**src/gre_pkg.sv**
```systemverilog
package gre_pkg;

    localparam logic [2:0] ST_OK      = 3'd0;
    localparam logic [2:0] ST_TRUNC   = 3'd1;
    localparam logic [2:0] ST_NESTED  = 3'd2;
    localparam logic [2:0] ST_BAD_V0  = 3'd3;
    localparam logic [2:0] ST_BAD_V1  = 3'd4;
    localparam logic [2:0] ST_BAD_VER = 3'd5;

    localparam logic [2:0] VER_RFC1701 = 3'd0;
    localparam logic [2:0] VER_PPTP    = 3'd1;

    localparam logic [15:0] PPP_PROTOCOL = 16'h880B;

    typedef struct packed {
        logic [7:0] data_byte;
        logic       first_byte;
        logic       last_byte;
        logic       already_encapsulated;
    } t_in_item;

    typedef struct packed {
        logic [2:0]  status;
        logic [15:0] header_length;
        logic [15:0] next_protocol;
    } t_out_item;

endpackage

```
**src/gre_fifo.sv**
```systemverilog
module gre_fifo #(
    parameter int DEPTH = 2,
    parameter int WIDTH = 8
) (
    input  logic             i_clk,
    input  logic             i_rst_n,
    input  logic             i_wr,
    input  logic [WIDTH-1:0] i_wr_data,
    input  logic             i_rd,
    output logic [WIDTH-1:0] o_rd_data,
    output logic             o_full,
    output logic             o_empty
);

    localparam int PTR_W = (DEPTH > 1) ? $clog2(DEPTH) : 1;
    localparam int CNT_W = $clog2(DEPTH + 1);
    localparam logic [PTR_W-1:0] LAST_PTR = PTR_W'(DEPTH - 1);
    localparam logic [CNT_W-1:0] FULL_CNT = CNT_W'(DEPTH);

    logic [WIDTH-1:0] r_mem [DEPTH];
    logic [PTR_W-1:0] r_wptr;
    logic [PTR_W-1:0] r_rptr;
    logic [CNT_W-1:0] r_count;
    logic             wr_en;
    logic             rd_en;

    assign o_full    = (r_count == FULL_CNT);
    assign o_empty   = (r_count == '0);
    assign wr_en     = i_wr && !o_full;
    assign rd_en     = i_rd && !o_empty;
    assign o_rd_data = r_mem[r_rptr];

    always_ff @(posedge i_clk) begin
        if (wr_en) begin
            r_mem[r_wptr] <= i_wr_data;
        end
    end

    always_ff @(posedge i_clk) begin
        if (!i_rst_n) begin
            r_wptr  <= '0;
            r_rptr  <= '0;
            r_count <= '0;
        end else begin
            if (wr_en) begin
                r_wptr <= (r_wptr == LAST_PTR) ? '0 : r_wptr + PTR_W'(1);
            end
            if (rd_en) begin
                r_rptr <= (r_rptr == LAST_PTR) ? '0 : r_rptr + PTR_W'(1);
            end
            if (wr_en && !rd_en) begin
                r_count <= r_count + CNT_W'(1);
            end else if (rd_en && !wr_en) begin
                r_count <= r_count - CNT_W'(1);
            end
        end
    end

endmodule

```
**src/gre_front.sv**
```systemverilog
module gre_front (
    input  logic              i_clk,
    input  logic              i_rst_n,
    input  logic              i_push,
    input  gre_pkg::t_in_item i_item,
    input  logic              i_queue_full,
    output logic              o_full,
    output logic              o_enqueue
);

    logic r_in_packet;
    logic accept;

    assign o_full = i_queue_full;
    assign accept = i_push && !i_queue_full;

    // Bytes outside a packet are dropped here so the parser only sees framed bytes.
    assign o_enqueue = accept && (i_item.first_byte || r_in_packet);

    always_ff @(posedge i_clk) begin
        if (!i_rst_n) begin
            r_in_packet <= 1'b0;
        end else if (accept) begin
            if (i_item.last_byte) begin
                r_in_packet <= 1'b0;
            end else if (i_item.first_byte) begin
                r_in_packet <= 1'b1;
            end
        end
    end

endmodule

```
**src/gre_back.sv**
```systemverilog
module gre_back #(
    parameter int LENGTH_BITS = 16
) (
    input  logic               i_clk,
    input  logic               i_rst_n,
    input  gre_pkg::t_in_item  i_item,
    input  logic               i_valid,
    input  logic               i_res_full,
    output logic               o_take,
    output logic               o_res_valid,
    output gre_pkg::t_out_item o_res
);

    localparam int LW = LENGTH_BITS;
    localparam logic [LW-1:0] LEN_MAX = {LW{1'b1}};

    typedef enum logic [1:0] {
        PH_IDLE,
        PH_HEAD,
        PH_WALK,
        PH_PAYLOAD
    } t_phase;

    t_phase         r_phase, n_phase, e_phase;
    logic [LW-1:0]  r_count, n_count, e_count;
    logic [7:0]     r_hb, n_hb, e_hb;
    logic [7:0]     r_lb, n_lb, e_lb;
    logic [15:0]    r_proto, n_proto, e_proto;
    logic [LW-1:0]  r_hend, n_hend, e_hend;
    logic [15:0]    r_fam, n_fam, e_fam;
    logic [7:0]     r_rlen, n_rlen;
    logic [2:0]     r_verdict, n_verdict, e_verdict;
    logic           r_nested, n_nested;

    logic [7:0]     b;
    logic           first;
    logic [LW-1:0]  route_base;
    logic [LW+1:0]  route_next;
    logic [15:0]    proto_full;
    logic [2:0]     version;
    logic           v0_bad;
    logic           v1_bad;
    logic [4:0]     v0_len;
    logic [4:0]     v1_len;
    logic [2:0]     status;
    logic [31:0]    hend_wide;
    logic           walk_open;

    assign o_take      = i_valid && !i_res_full;
    assign o_res_valid = o_take && i_item.last_byte;

    assign b     = i_item.data_byte;
    assign first = i_item.first_byte;

    // A first mark restarts the packet: work from the reset values.
    assign e_phase   = first ? PH_HEAD : r_phase;
    assign e_count   = first ? '0 : r_count;
    assign e_hb      = first ? '0 : r_hb;
    assign e_lb      = first ? '0 : r_lb;
    assign e_proto   = first ? '0 : r_proto;
    assign e_hend    = first ? '0 : r_hend;
    assign e_fam     = first ? '0 : r_fam;
    assign e_verdict = first ? '0 : r_verdict;

    assign proto_full = {e_proto[15:8], b};
    assign version    = e_lb[2:0];
    assign v0_bad     = (e_hb[2:0] != 3'd0) || (e_lb[7:3] != 5'd0);
    assign v1_bad     = ((e_hb & 8'hC8) != 8'h00) || (e_hb[2:0] != 3'd0)
                        || ((e_lb & 8'h78) != 8'h00)
                        || (proto_full != gre_pkg::PPP_PROTOCOL) || !e_hb[5];
    assign v0_len     = 5'd4 + ((e_hb[7:6] != 2'b00) ? 5'd4 : 5'd0)
                        + (e_hb[5] ? 5'd4 : 5'd0) + (e_hb[4] ? 5'd4 : 5'd0)
                        + (e_hb[6] ? 5'd4 : 5'd0);
    assign v1_len     = 5'd8 + (e_hb[4] ? 5'd4 : 5'd0) + (e_lb[7] ? 5'd4 : 5'd0);

    // The current route entry header occupies the four bytes before header_end.
    assign route_base = e_hend - LW'(4);
    assign route_next = (LW+2)'(e_hend) + (LW+2)'(b) + (LW+2)'(4);

    always_comb begin
        n_phase   = e_phase;
        n_count   = (e_count == LEN_MAX) ? e_count : e_count + LW'(1);
        n_hb      = e_hb;
        n_lb      = e_lb;
        n_proto   = e_proto;
        n_hend    = e_hend;
        n_fam     = e_fam;
        n_rlen    = first ? 8'd0 : r_rlen;
        n_verdict = e_verdict;
        n_nested  = first ? i_item.already_encapsulated : r_nested;

        if (e_count != LEN_MAX) begin
            if (e_phase == PH_HEAD) begin
                if (e_count == LW'(0)) begin
                    n_hb = b;
                end else if (e_count == LW'(1)) begin
                    n_lb = b;
                end else if (e_count == LW'(2)) begin
                    n_proto = {b, 8'h00};
                end else if (e_count == LW'(3)) begin
                    n_proto = proto_full;
                    n_phase = PH_PAYLOAD;
                    if (version == gre_pkg::VER_RFC1701) begin
                        if (v0_bad) begin
                            n_verdict = gre_pkg::ST_BAD_V0;
                        end else begin
                            n_hend = LW'(v0_len);
                            if (e_hb[6]) begin
                                n_phase = PH_WALK;
                            end
                        end
                    end else if (version == gre_pkg::VER_PPTP) begin
                        if (v1_bad) begin
                            n_verdict = gre_pkg::ST_BAD_V1;
                        end else begin
                            n_hend = LW'(v1_len);
                        end
                    end else begin
                        n_verdict = gre_pkg::ST_BAD_VER;
                    end
                end
            end else if (e_phase == PH_WALK) begin
                if (e_count == route_base) begin
                    n_fam = {b, 8'h00};
                end else if (e_count == route_base + LW'(1)) begin
                    n_fam = {e_fam[15:8], b};
                end else if (e_count == route_base + LW'(3)) begin
                    n_rlen = b;
                    if (e_fam == 16'd0 && b == 8'd0) begin
                        n_phase = PH_PAYLOAD;
                    end else if (route_next > (LW+2)'(LEN_MAX)) begin
                        n_hend    = LEN_MAX;
                        n_verdict = gre_pkg::ST_TRUNC;
                        n_phase   = PH_PAYLOAD;
                    end else begin
                        n_hend = route_next[LW-1:0];
                    end
                end
            end
        end

        // The status looks at the phase after this byte, before the packet closes.
        walk_open = (n_phase == PH_WALK);

        if (i_item.last_byte) begin
            n_phase = PH_IDLE;
        end
    end

    always_comb begin
        priority if (n_count < LW'(4)) begin
            status = gre_pkg::ST_TRUNC;
        end else if (n_nested) begin
            status = gre_pkg::ST_NESTED;
        end else if (n_verdict != gre_pkg::ST_OK) begin
            status = n_verdict;
        end else if (walk_open || n_hend > n_count) begin
            status = gre_pkg::ST_TRUNC;
        end else begin
            status = gre_pkg::ST_OK;
        end
    end

    assign hend_wide = 32'(n_hend);

    always_comb begin
        o_res.status        = status;
        o_res.header_length = (status == gre_pkg::ST_OK) ? hend_wide[15:0] : 16'd0;
        o_res.next_protocol = (status == gre_pkg::ST_OK) ? n_proto : 16'd0;
    end

    always_ff @(posedge i_clk) begin
        if (!i_rst_n) begin
            r_phase   <= PH_IDLE;
            r_count   <= '0;
            r_hb      <= '0;
            r_lb      <= '0;
            r_proto   <= '0;
            r_hend    <= '0;
            r_fam     <= '0;
            r_rlen    <= '0;
            r_verdict <= '0;
            r_nested  <= 1'b0;
        end else if (o_take) begin
            r_phase   <= n_phase;
            r_count   <= n_count;
            r_hb      <= n_hb;
            r_lb      <= n_lb;
            r_proto   <= n_proto;
            r_hend    <= n_hend;
            r_fam     <= n_fam;
            r_rlen    <= n_rlen;
            r_verdict <= n_verdict;
            r_nested  <= n_nested;
        end
    end

endmodule

```
**src/gre_header_parser.sv**
```systemverilog
// GRE header parser. Push one packet byte per item with its first and last
// marks; the already_encapsulated bit is taken with the first byte. For every
// packet one result appears on the result side after its last byte: status,
// header length and next protocol (both zero unless the status is ok).
// Bytes that arrive outside a packet are dropped without a result, and a
// first mark inside an open packet abandons it silently. One byte is taken
// every cycle while the result queue has room; the limit is the per-byte
// update of the parser state. A result becomes visible once its last byte
// has passed the byte queue and the parser has written the result into the
// result queue. Header and byte counts saturate at 2^LENGTH_BITS - 1.
module gre_header_parser #(
    parameter int LENGTH_BITS = 16
) (
    input  logic               i_clk,
    input  logic               i_rst_n,
    input  logic               push,
    output logic               full,
    input  gre_pkg::t_in_item  i_in_item,
    output logic               empty,
    input  logic               pop,
    output gre_pkg::t_out_item o_out_item
);

    localparam int IN_W  = $bits(gre_pkg::t_in_item);
    localparam int OUT_W = $bits(gre_pkg::t_out_item);

    logic               q_full;
    logic               q_empty;
    logic               q_wr;
    gre_pkg::t_in_item  q_head;
    logic               take;
    logic               res_valid;
    logic               res_full;
    gre_pkg::t_out_item res_item;

    gre_front u_front (
        .i_clk        (i_clk),
        .i_rst_n      (i_rst_n),
        .i_push       (push),
        .i_item       (i_in_item),
        .i_queue_full (q_full),
        .o_full       (full),
        .o_enqueue    (q_wr)
    );

    gre_fifo #(
        .DEPTH (2),
        .WIDTH (IN_W)
    ) u_byte_queue (
        .i_clk     (i_clk),
        .i_rst_n   (i_rst_n),
        .i_wr      (q_wr),
        .i_wr_data (i_in_item),
        .i_rd      (take),
        .o_rd_data (q_head),
        .o_full    (q_full),
        .o_empty   (q_empty)
    );

    gre_back #(
        .LENGTH_BITS (LENGTH_BITS)
    ) u_back (
        .i_clk       (i_clk),
        .i_rst_n     (i_rst_n),
        .i_item      (q_head),
        .i_valid     (!q_empty),
        .i_res_full  (res_full),
        .o_take      (take),
        .o_res_valid (res_valid),
        .o_res       (res_item)
    );

    gre_fifo #(
        .DEPTH (2),
        .WIDTH (OUT_W)
    ) u_result_queue (
        .i_clk     (i_clk),
        .i_rst_n   (i_rst_n),
        .i_wr      (res_valid),
        .i_wr_data (res_item),
        .i_rd      (pop),
        .o_rd_data (o_out_item),
        .o_full    (res_full),
        .o_empty   (empty)
    );

`ifndef SYNTHESIS
    a_result_no_overflow: assert property (@(posedge i_clk) disable iff (!i_rst_n)
        res_valid |-> !res_full)
        else $error("result written into a full result queue");

    a_byte_queue_from_accept: assert property (@(posedge i_clk) disable iff (!i_rst_n)
        q_wr |-> (push && !full))
        else $error("byte queued without an accepted input item");

    a_status_range: assert property (@(posedge i_clk) disable iff (!i_rst_n)
        !empty |-> (o_out_item.status <= gre_pkg::ST_BAD_VER))
        else $error("result status out of range");

    a_error_zero_fields: assert property (@(posedge i_clk) disable iff (!i_rst_n)
        (!empty && o_out_item.status != gre_pkg::ST_OK)
        |-> (o_out_item.header_length == 16'd0 && o_out_item.next_protocol == 16'd0))
        else $error("failed result carries nonzero length or protocol");
`endif

endmodule

```
**config.mk**
```make
export PLATFORM = sky130hd
export DESIGN_NAME = gre_header_parser
export DESIGN_NICKNAME = d
export VERILOG_FILES = /design/src/gre_pkg.sv /design/src/gre_fifo.sv /design/src/gre_front.sv /design/src/gre_back.sv /design/src/gre_header_parser.sv
export SDC_FILE = /design/constraint.sdc
export NUM_CORES = 1
export LEC_CHECK = 0
export BUFFER_PORTS_ARGS = -buffer_cell sky130_fd_sc_hd__buf_2
export CAP_MARGIN = 30
export CELL_PAD_IN_SITES_DETAIL_PLACEMENT = 1
export CELL_PAD_IN_SITES_GLOBAL_PLACEMENT = 2
export CORE_ASPECT_RATIO = 0.5
export CORE_MARGIN = 3
export CORE_UTILIZATION = 35
export CTS_BUF_LIST = sky130_fd_sc_hd__clkbuf_8
export CTS_CLUSTER_SIZE = 12
export DETAILED_ROUTE_END_ITERATION = 7
export PLACE_DENSITY = 0.72
export SETUP_SLACK_MARGIN = 0.15
export SLEW_MARGIN = 10
export SYNTH_ARGS = -nofsm -noshare
export SYNTH_HDL_FRONTEND = slang
export SYNTH_SLANG_ARGS = --single-unit
```
**constraint.sdc**
```tcl
create_clock -name i_clk -period 9.6 [get_ports i_clk]
set_clock_uncertainty 0.15 [all_clocks]
set_input_delay 1.44 -clock i_clk [delete_from_list [all_inputs] [get_ports i_clk]]
set_output_delay 1.44 -clock i_clk [all_outputs]
set_load 0.1 [all_outputs]
```
==> flow_summary_export.csv <==
group,metric,value,unit
status,outcome,"finished clean",
logic_synthesis,synth_area,12400,sq um
power_and_ir_drop,power.total,4.33,mW
final_layout,register_area,4700,sq um
global_route,grt_overflow,0,
logic_synthesis,synth-edff-count,92,
setup_path,cp.arrival,8690,ps
clocking,cts_hold_buf,0,
timing,fin_ws,1030,ps
logic_synthesis,async_reset_ff_frac,0,
logic_synthesis,yosysUniqueCellTypes,89,
global_route,grt_usage,0.245,
floorplanning,die_x,272,microns
final_layout,drive_gt1_frac,0.155,
clocking,postCtsSetupBuffers,0,
final_layout,multi_input_area,7140,sq um
logic_synthesis,yosys_warnings,0,
global_route,antenna_found_initial,0,
routing,antenna_left,0,
clocking,clk_pin_slew_worst_paths,130,ps
clocking,cts_resized,0,
setup_path,slowest_delay,910,ps
final_layout,final.fill_count,4108,
setup_path,setup.worst_path.start,"u_byte_queue.r_mem[0][2]$_DFFE_PP_",
final_layout,fin_nets,1459,
place,dp_slack,1360,ps
clocking,numCtsBuffers,17,
place,io_buffers,51,
routing,drt_iter0_drc,1013,
place,placed_cell_area,13100,sq um
clocking,root_buffer,"clkbuf_8",
timing,slew_violations,0,
final_layout,num_antenna_cells,0,
final_layout,area_delta_synth_final,9.15,%
timing,finalCritPeriodShare,0.893,
global_route,grt_pass1_vias,11200,
timing,tightest_slew,1040,ps
setup_path,rrSetupSlack,1030,ps
timing,finalHoldViolCount,0,
setup_path,worstSetupPathType,"register to register",
setup_path,reg2regPathDepth,27,
hold_path,min_path_cells,2,
global_route,grt_max_degree,69,
setup_path,reg2reg_to,"u_result_queue.r_mem[1][19]$_DFFE_PP_",
floorplanning,fp.coreArea,34700,sq um
clocking,cts_buffer_depth,2,
hold_path,hp-class,"register to register",
timing,setup_violations,0,
clocking,worstSkewPairLatency,520,ps
setup_path,slowest_stage,"o31ai_1",
floorplanning,die_h,139,microns
logic_synthesis,synth-seq-area-share,0.379,
routing,avgViaCountPerCell,5.96,
logic_synthesis,synth.avg_cell_area,8.85,sq um
logic_synthesis,ys.flop_type,"dfxtp_1",
routing,routedWlPerCell,24.7,microns
power_and_ir_drop,power.leakage,4.73,nW
timing,slew_headroom,0.304,
clocking,cts_tree,"done",
job,drv_cap,0,
timing,fin_crit,8570,ps
routing,drc,0,
routing,num_vias,11300,
setup_path,start_kind,"register",
timing,clock.fmax,0.117,GHz
logic_synthesis,synth_seq_cells,189,
logic_synthesis,synth_nets,1455,
setup_path,r2r-start,"u_byte_queue.r_mem[0][2]$_DFFE_PP_",
timing,rsz0062_at_grt,"false",
place,gp_congestion,0.962,
floorplanning,rows,48,
timing,fin_tns_setup,0,ps
setup_path,cp_max_fo,32,
place,dp_hpwl,34900,microns
routing,dr.pass1.iters,5,
power_and_ir_drop,peakVddDrop,0.164,mV
floorplanning,num_io_pins,52,
logic_synthesis,syn-instance-count,1404,
routing,wl,46900,microns
setup_path,cp-endpoint,"u_result_queue.r_mem[1][19]$_DFFE_PP_",
clocking,numClockSinks,189,
final_layout,finalCoreUtilization,0.391,
floorplanning,dieArea,37900,sq um
setup_path,worstSetupEndpointType,"register",
global_route,grt_pass1_wl,70600,microns
power_and_ir_drop,power_density,320,nW/um^2
floorplanning,start_util,0.358,
clocking,htreeDepth,4,
final_layout,final_area,13600,sq um
setup_path,worst_ep_required_time,9720,ps
cells in the mapped netlist (all sizes together), types with 14 or more instances:
library cell,count,area (sq um)
o21ai,62,310
and3,16,105
mux2,47,529
or2,14,87.6
a21oi,77,385
a31oi,21,131
xor2,22,193
inv,47,176
clkbuf,63,236
o211ai,16,120
xnor2,42,368
nand3,51,255
nand2,104,390
buf,30,181
and2,20,125
nand4,19,119
dfxtp,97,1940
nor4,18,119
nor2,162,608
nor3,60,450
ha,35,438
edfxtp,92,2760
nor2b,15,93.8
a22oi,58,435
a211oi,20,150
critical path, delay by kind of cell, from the launching register on:
family                   cells  cell delay (ps)
buffers and inverters        3              690
multiplexers                 1              550
flip-flops                   1              540
AND/OR/NAND/NOR              6             1860
adder cells (fa/ha/maj)      3              750
AO/OA/AOI/OAI               13             3570
XOR/XNOR                     1              200
routing by layer:
layer / share of wire / routed length (microns) / up-vias / global-route usage
met2: 0.44 / 20500 / 288 / 0.379
met1: 0.48 / 22700 / 5729 / 0.349
li1: - / - / 5235 / -
met3: 0.060 / 2790 / 49 / 0.0539
met4: 0.017 / 820 / 0 / 0.0555
met5: 0 / 0 / - / 0
registers in the layout, indices dropped and copies added, names as in the netlist, named ones only:
name,flops
u_byte_queue.r_count,2
u_result_queue.r_rptr,1
u_back.r_count,16
u_back.r_hend,16
u_back.r_lb,8
u_back.r_nested,1
u_byte_queue.r_rptr,1
u_back.r_fam,16
u_result_queue.r_wptr,1
u_back.r_hb,8
u_byte_queue.r_mem,22
u_back.r_phase,2
u_result_queue.r_mem,70
u_front.r_in_packet,1
u_result_queue.r_count,2
u_byte_queue.r_wptr,1
u_back.r_verdict,3
u_back.r_proto,16
how the worst min path moves through the flow:
stage                                        to                             start  slack (ps)
2_1_floorplan  u_back.r_verdict[0]$_SDFFE_PN0P_  u_back.r_verdict[0]$_SDFFE_PN0P_         300
3_3_place_gp       u_back.r_nested$_SDFFE_PN0P_      u_back.r_nested$_SDFFE_PN0P_         320
3_5_place_dp       u_back.r_nested$_SDFFE_PN0P_      u_back.r_nested$_SDFFE_PN0P_         330
4_1_cts            u_back.r_nested$_SDFFE_PN0P_      u_back.r_nested$_SDFFE_PN0P_         360
5_1_grt           u_back.r_fam[15]$_SDFFE_PN0P_     u_back.r_fam[15]$_SDFFE_PN0P_         400
6_report           u_back.r_nested$_SDFFE_PN0P_      u_back.r_nested$_SDFFE_PN0P_         360
placed cells by master (no fill, tap or decap), types with 16 or more instances in the layout:
cell type / n
nor3_1: 30
a21oi_1: 77
xor2_1: 22
nand3_1: 51
buf_4: 24
clkbuf_8: 17
dfxtp_1: 97
o21ai_0: 55
buf_2: 52
nand4_1: 19
a22oi_1: 58
ha_1: 35
a31oi_1: 21
xnor2_1: 42
edfxtp_1: 92
mux2_2: 47
and2_1: 19
o211ai_1: 16
nor4_1: 17
nor3_2: 30
a211oi_1: 20
inv_1: 46
nor2_1: 162
nand2_1: 104
kinds of logic (layout without fill, tap and decap cells):
logic type,after synthesis,in the layout,synth area share
XOR/XNOR,65,65,0.0469
AO/OA/AOI/OAI,359,359,0.197
multiplexers,60,60,0.0534
flip-flops,189,189,0.379
adder cells (fa/ha/maj),36,36,0.0369
buffers and inverters,141,158,0.0482
AND/OR/NAND/NOR,554,554,0.239
power by group:
| part | total (mW) | switching [mW] | internal [mW] |
|---|---|---|---|
| Sequential | 1.17 | 0.172 | 0.993 |
| Clock | 0.619 | 0.399 | 0.220 |
| Combinational | 2.55 | 1.84 | 0.713 |
| Total | 4.33 | 2.41 | 1.93 |
per-stage QoR:
step | instances | hold slack, ps
global placement | 1858 | 322
finish | 1896 | 360
global route | 1896 | 402
detailed placement | 1863 | 335
floorplan | 1404 | 297
CTS | 1895 | 362
layout make-up:
class	count	area share
Inverter	48	0.0133
Clock buffer	17	0.0173
Tap cell	475	0.0438
Multi-Input combinational cell	1074	0.526
Clock inverter	15	0.0167
Sequential cell	189	0.347
Timing Repair Buffer	78	0.0354
Note: power is estimated with default switching activity, not from simulation.
